`config.mk`:
```
export PLATFORM = sky130hd
export DESIGN_NAME = psf_ctrl
export DESIGN_NICKNAME = d
export VERILOG_FILES = /design/src/psf_pkg.sv /design/src/psf_ctrl.sv
export SDC_FILE = /design/constraint.sdc
export NUM_CORES = 1
export LEC_CHECK = 0
export BUFFER_PORTS_ARGS = -buffer_cell sky130_fd_sc_hd__buf_2
export CORE_AREA = 2 2 39 41
export DETAILED_ROUTE_END_ITERATION = 8
export DIE_AREA = 0 0 41 43
export SYNTH_ARGS = -nofsm -noshare
export SYNTH_HDL_FRONTEND = slang
export SYNTH_SLANG_ARGS = --single-unit
```
`constraint.sdc`:
```
create_clock -name i_clk -period 1.7 [get_ports i_clk]
set_input_delay 0.255 -clock i_clk [delete_from_list [all_inputs] [get_ports i_clk]]
set_output_delay 0.255 -clock i_clk [all_outputs]
set_load 0.05 [all_outputs]
```
`src/psf_pkg.sv`:
```
// ----------------------------------------------------------------------------
// psf_pkg
// shared constants, state encoding and control structs for the viewport fit
// ----------------------------------------------------------------------------
package psf_pkg;

    // viewport registers and scale format
    localparam int VP_W       = 12;
    localparam int FRAC_W     = 16;
    localparam int SCALE_W    = 28;              // max scale 4095*20*2^16/21 < 2^28
    localparam int V20_W      = VP_W + 5;        // viewport times 20
    localparam int NUM_W      = V20_W + FRAC_W;  // dividend of the scale division
    localparam int CFG_IDX_W  = 1;

    localparam logic [VP_W-1:0] VP_WIDTH_RST  = 12'd640;
    localparam logic [VP_W-1:0] VP_HEIGHT_RST = 12'd480;

    // default parameter values
    localparam int MAX_POINTS_DEF = 64;
    localparam int COORD_BITS_DEF = 16;

    typedef enum logic [CFG_IDX_W-1:0] {
        CFG_VP_WIDTH  = 1'b0,
        CFG_VP_HEIGHT = 1'b1
    } t_cfg_idx;

    typedef enum logic [3:0] {
        ST_LOAD,
        ST_DX_GO,
        ST_DX_WAIT,
        ST_DY_GO,
        ST_DY_WAIT,
        ST_SPAN,
        ST_OFFS,
        ST_RD,
        ST_MUL,
        ST_FIT
    } t_state;

    typedef struct packed {
        logic load;       // accept a point into the set
        logic div_start;  // start a scale division
        logic div_y;      // division works on the y axis
        logic cap_sx;     // keep the x scale
        logic cap_s;      // keep the smaller of both scales
        logic span;       // multiply scale by box extent
        logic offs;       // form centering offsets
        logic rd;         // read stored point
        logic mul;        // scale stored point
        logic fit;        // load output register
        logic clear;      // clear the set after the final result
        logic idx_inc;    // next stored point
    } t_dp_cmd;

    typedef struct packed {
        logic div_done;
        logic idx_last;
        logic slot_free;
    } t_dp_sts;

endpackage

```
`src/psf_ctrl.sv`:
```
// ----------------------------------------------------------------------------
// psf_ctrl
// controller: load, two scale divisions, offsets, then one result per point
// ----------------------------------------------------------------------------
module psf_ctrl (
    input  logic              i_clk,
    input  logic              i_rst_n,
    input  logic              i_in_valid,
    input  logic              i_in_last,
    output logic              o_in_ready,
    input  psf_pkg::t_dp_sts  i_sts,
    output psf_pkg::t_dp_cmd  o_cmd
);
    psf_pkg::t_state r_state, n_state;

    always_ff @(posedge i_clk) begin
        if (!i_rst_n) begin
            r_state <= psf_pkg::ST_LOAD;
        end else begin
            r_state <= n_state;
        end
    end

    always_comb begin
        n_state = r_state;
        unique case (r_state)
            psf_pkg::ST_LOAD: begin
                if (i_in_valid && i_in_last) n_state = psf_pkg::ST_DX_GO;
            end
            psf_pkg::ST_DX_GO:   n_state = psf_pkg::ST_DX_WAIT;
            psf_pkg::ST_DX_WAIT: begin
                if (i_sts.div_done) n_state = psf_pkg::ST_DY_GO;
            end
            psf_pkg::ST_DY_GO:   n_state = psf_pkg::ST_DY_WAIT;
            psf_pkg::ST_DY_WAIT: begin
                if (i_sts.div_done) n_state = psf_pkg::ST_SPAN;
            end
            psf_pkg::ST_SPAN:    n_state = psf_pkg::ST_OFFS;
            psf_pkg::ST_OFFS:    n_state = psf_pkg::ST_RD;
            psf_pkg::ST_RD:      n_state = psf_pkg::ST_MUL;
            psf_pkg::ST_MUL:     n_state = psf_pkg::ST_FIT;
            psf_pkg::ST_FIT: begin
                if (i_sts.slot_free) begin
                    n_state = i_sts.idx_last ? psf_pkg::ST_LOAD : psf_pkg::ST_RD;
                end
            end
            default: n_state = psf_pkg::ST_LOAD;
        endcase
    end

    always_comb begin
        o_cmd      = '0;
        o_in_ready = 1'b0;
        unique case (r_state)
            psf_pkg::ST_LOAD: begin
                o_in_ready = 1'b1;
                o_cmd.load = i_in_valid;
            end
            psf_pkg::ST_DX_GO:   o_cmd.div_start = 1'b1;
            psf_pkg::ST_DX_WAIT: o_cmd.cap_sx = i_sts.div_done;
            psf_pkg::ST_DY_GO: begin
                o_cmd.div_start = 1'b1;
                o_cmd.div_y     = 1'b1;
            end
            psf_pkg::ST_DY_WAIT: o_cmd.cap_s = i_sts.div_done;
            psf_pkg::ST_SPAN:    o_cmd.span = 1'b1;
            psf_pkg::ST_OFFS:    o_cmd.offs = 1'b1;
            psf_pkg::ST_RD:      o_cmd.rd = 1'b1;
            psf_pkg::ST_MUL:     o_cmd.mul = 1'b1;
            psf_pkg::ST_FIT: begin
                if (i_sts.slot_free) begin
                    o_cmd.fit     = 1'b1;
                    o_cmd.clear   = i_sts.idx_last;
                    o_cmd.idx_inc = !i_sts.idx_last;
                end
            end
            default: ;
        endcase
    end
endmodule

```
==> flow_metrics.env <==
export IMPL_routed_wl_um=967
export IMPL_fmax_mhz=621
export IMPL_seq_area_frac_synth_pct=19.7
export IMPL_grt_overflow_total=0
export IMPL_grt_pass1_vias=346
export IMPL_path_cells="nor4_4 > and2_4 > buf_2"
export IMPL_syn_area_um2=407
export IMPL_htreeDepth=1
export IMPL_finalWorstPathRequiredPeriod_ns=1.61
export IMPL_finish_utilization_pct=39.3
export IMPL_placementRows=14
export IMPL_p_seq_share_pct=26.5
export IMPL_timing_worst_slew_pin_value_ns=0.267
export IMPL_cts_tree="built"
export IMPL_clkPwrFrac_pct=21.9
export IMPL_multiInputGateArea_um2=297
export IMPL_finalWorstSetupSlack_ns=0.0890
export IMPL_p_leak_nw=0.247
export IMPL_vias=440
export IMPL_n_fill_cell=160
export IMPL_io_pins=20
export IMPL_drtAntennaViolNets=0
export IMPL_post_route_drc_count=0
export IMPL_synth_cell_types=24
export IMPL_root_buffer="clkbuf_4"
export IMPL_placed_area_um2=514
export IMPL_postCtsSetupBuffers=0
export IMPL_status="finished, final reports clean"
export IMPL_globalplace_congestion=0.867
export IMPL_cp_data_arrival_time_ns=1.36
export IMPL_pwr_share_comb_pct=51.6
export IMPL_p_int_w=0.000287
export IMPL_clkLatencyLatePin_ns=0.23
export IMPL_grt_use_total_pct=12.5
export IMPL_syn_to_final_growth_pct=33.8
export IMPL_reg_largest_list="r_state x4"
export IMPL_cts_sinks=4
export IMPL_ir_drop_mv=0.631
export IMPL_dieArea_um2=1760
export IMPL_routed_via_density=4.78
export IMPL_pre_cts_slack_ns=0.177
export IMPL_post_route_period_util_pct=94.8
export IMPL_path_clk_slew_ns=0.04
export IMPL_antenna_cells=0
export IMPL_setup_viol=0
export IMPL_yosys_warnings=0
export IMPL_start_util_pct=29.4
export IMPL_tns_ns=0
export IMPL_synthesis_nets=63
export IMPL_cp_start_kind="flip-flop"
export IMPL_relSlewSlack_pct=82.0
export IMPL_die_x_um=41
export IMPL_swShare_pct=45.7
export IMPL_cp_max_fo=7
export IMPL_grt_first_pass_wirelength_mm=1.46
export IMPL_grt_max_degree=12
export IMPL_cp_required_ns=1.44
export IMPL_drt_iter0_markers=8
export IMPL_synth_cells=56
export IMPL_fin_area_um2=544
export IMPL_regArea_um2=85.1
export IMPL_switchingPower_w=0.000241
export IMPL_clk_path_buf_depth=2
export IMPL_rsz0062_at_grt="no"
export IMPL_hold_viol_final=0
export IMPL_critPathKind="flip-flop to primary output"
export IMPL_nets=85
export IMPL_drtPass1Iterations=4
export IMPL_crit_path_end_kind="primary output"
export IMPL_die_h_um=43
export IMPL_fin_skew_ns=0.00293
export IMPL_synth_area_per_cell_um2=7.26
export IMPL_cap_violations=0
export IMPL_hold_path_class="input port to flip-flop"
export IMPL_slew_violations=0
export IMPL_core_area_um2=1380
export IMPL_largest_reg_flops=4
export IMPL_pwr_density_cell_nw_per_um2=969
export IMPL_top_register="r_state"
export IMPL_cts_buffers=3
export IMPL_wl_per_cell_um=10.5
export IMPL_cp_slowest_cell="dfxtp_2"
export IMPL_layout_drive_gt1_share_pct=52.6
export IMPL_synth_seq_cells=4
export IMPL_antenna_found_initial=0
export IMPL_slowest_delay_ns=0.36
export IMPL_hpwlAfterDp_um=746
export IMPL_portBuffers=19
-- placed cells by master (no fill, tap or decap), types with 2 or more instances in the layout --
cell type	n
inv_1	2
nor2_1	9
buf_2	18
nor3_2	2
o21ai_0	3
a21oi_1	3
nor3_1	2
buf_4	3
nor2_2	2
dfxtp_2	4
clkbuf_4	3
nand2b_1	3
nand2_1	8
-- Yosys cell counts --
library cell | instances | share of area (%)
a31oi_1 | 1 | 1.5
dfxtp_1 | 4 | 20
nor3_1 | 4 | 4.9
nand2_1 | 8 | 7.4
nand3_1 | 1 | 1.2
buf_4 | 2 | 3.7
buf_6 | 2 | 5.5
a22oi_2 | 1 | 3.1
nor2b_1 | 1 | 1.5
a21oi_1 | 3 | 3.7
o21ai_2 | 1 | 2.2
inv_1 | 2 | 1.8
o21a_1 | 1 | 1.8
nor4_4 | 1 | 5.2
nor2_4 | 1 | 2.8
nor2_1 | 10 | 9.2
and2_1 | 2 | 3.1
xor2_2 | 1 | 4.0
nor2_2 | 1 | 1.5
nand2b_1 | 3 | 4.6
o21ai_0 | 3 | 3.7
nand3b_1 | 1 | 1.8
a21boi_2 | 1 | 2.8
o211ai_2 | 1 | 3.1
-- routing by layer --
layer  wire length, um  track usage [%]  share of wire (%)  vias to the layer above
met4                 0             2.00                  0                        0
met5                 0                0                  0                        -
met3                92             7.85                9.5                        0
met1               481             16.2                 50                      188
met2               393             17.5                 41                       24
li1                  -                -                  -                      228
-- power groups by stage --
stage	clock [W]	combinational (W)	sequential (W)
after floorplan	0	0.000247	0.000117
after global placement	0	0.000270	0.000139
after detailed placement	0	0.000273	0.000140
after CTS	0.000124	0.000274	0.000139
after global routing	0.000131	0.000294	0.000144
final	0.000116	0.000272	0.000140
-- metrics by stage --
stage	instances	hold WS, ns	power (W)
floorplan	56	0.373	0.000364
global placement	89	0.491	0.000410
detailed placement	89	0.492	0.000413
CTS	92	0.248	0.000537
global route	92	0.266	0.000568
finish	92	0.259	0.000527
-- critical path: cells and delay by family, from the launching register on --
family	cells	cell delay [ns]
simple gates	2	0.52
flops	1	0.36
buf+inv	1	0.25
-- logic make-up after synthesis --
kind of cell | synth area share (%)
AO/OA/AOI/OAI | 21.8
XOR/XNOR | 4.00
buffers and inverters | 11.1
flip-flops | 19.7
AND/OR/NAND/NOR | 43.4
-- timing repair --
| action | CTS | global route |
|---|---|---|
| hold buffers | 0 | 0 |
| gates resized for setup | 3 | 2 |
| setup endpoints to repair | 8 | 8 |
-- layout make-up --
type	count	area share (%)
Multi-Input combinational cell	46	54.5
Sequential cell	4	15.6
Clock buffer	3	4.14
Timing Repair Buffer	21	20.7
Tap cell	16	3.68
Inverter	2	1.38
-- worst paths after layout --
| check | from | end | slack (ns) | depth (start not counted) |
|---|---|---|---|---|
| worst max-delay path | r_state[0] | o_cmd[11] | 0.09 | 3 |
| worst min-delay path | i_rst_n | r_state[3] | 0.26 | 2 |
| worst max register to register | r_state[0] | r_state[1] | 0.46 | 5 |
| worst min register to register | r_state[2] | r_state[2] | 0.57 | 2 |
Note: power is estimated with default switching activity, not from simulation.
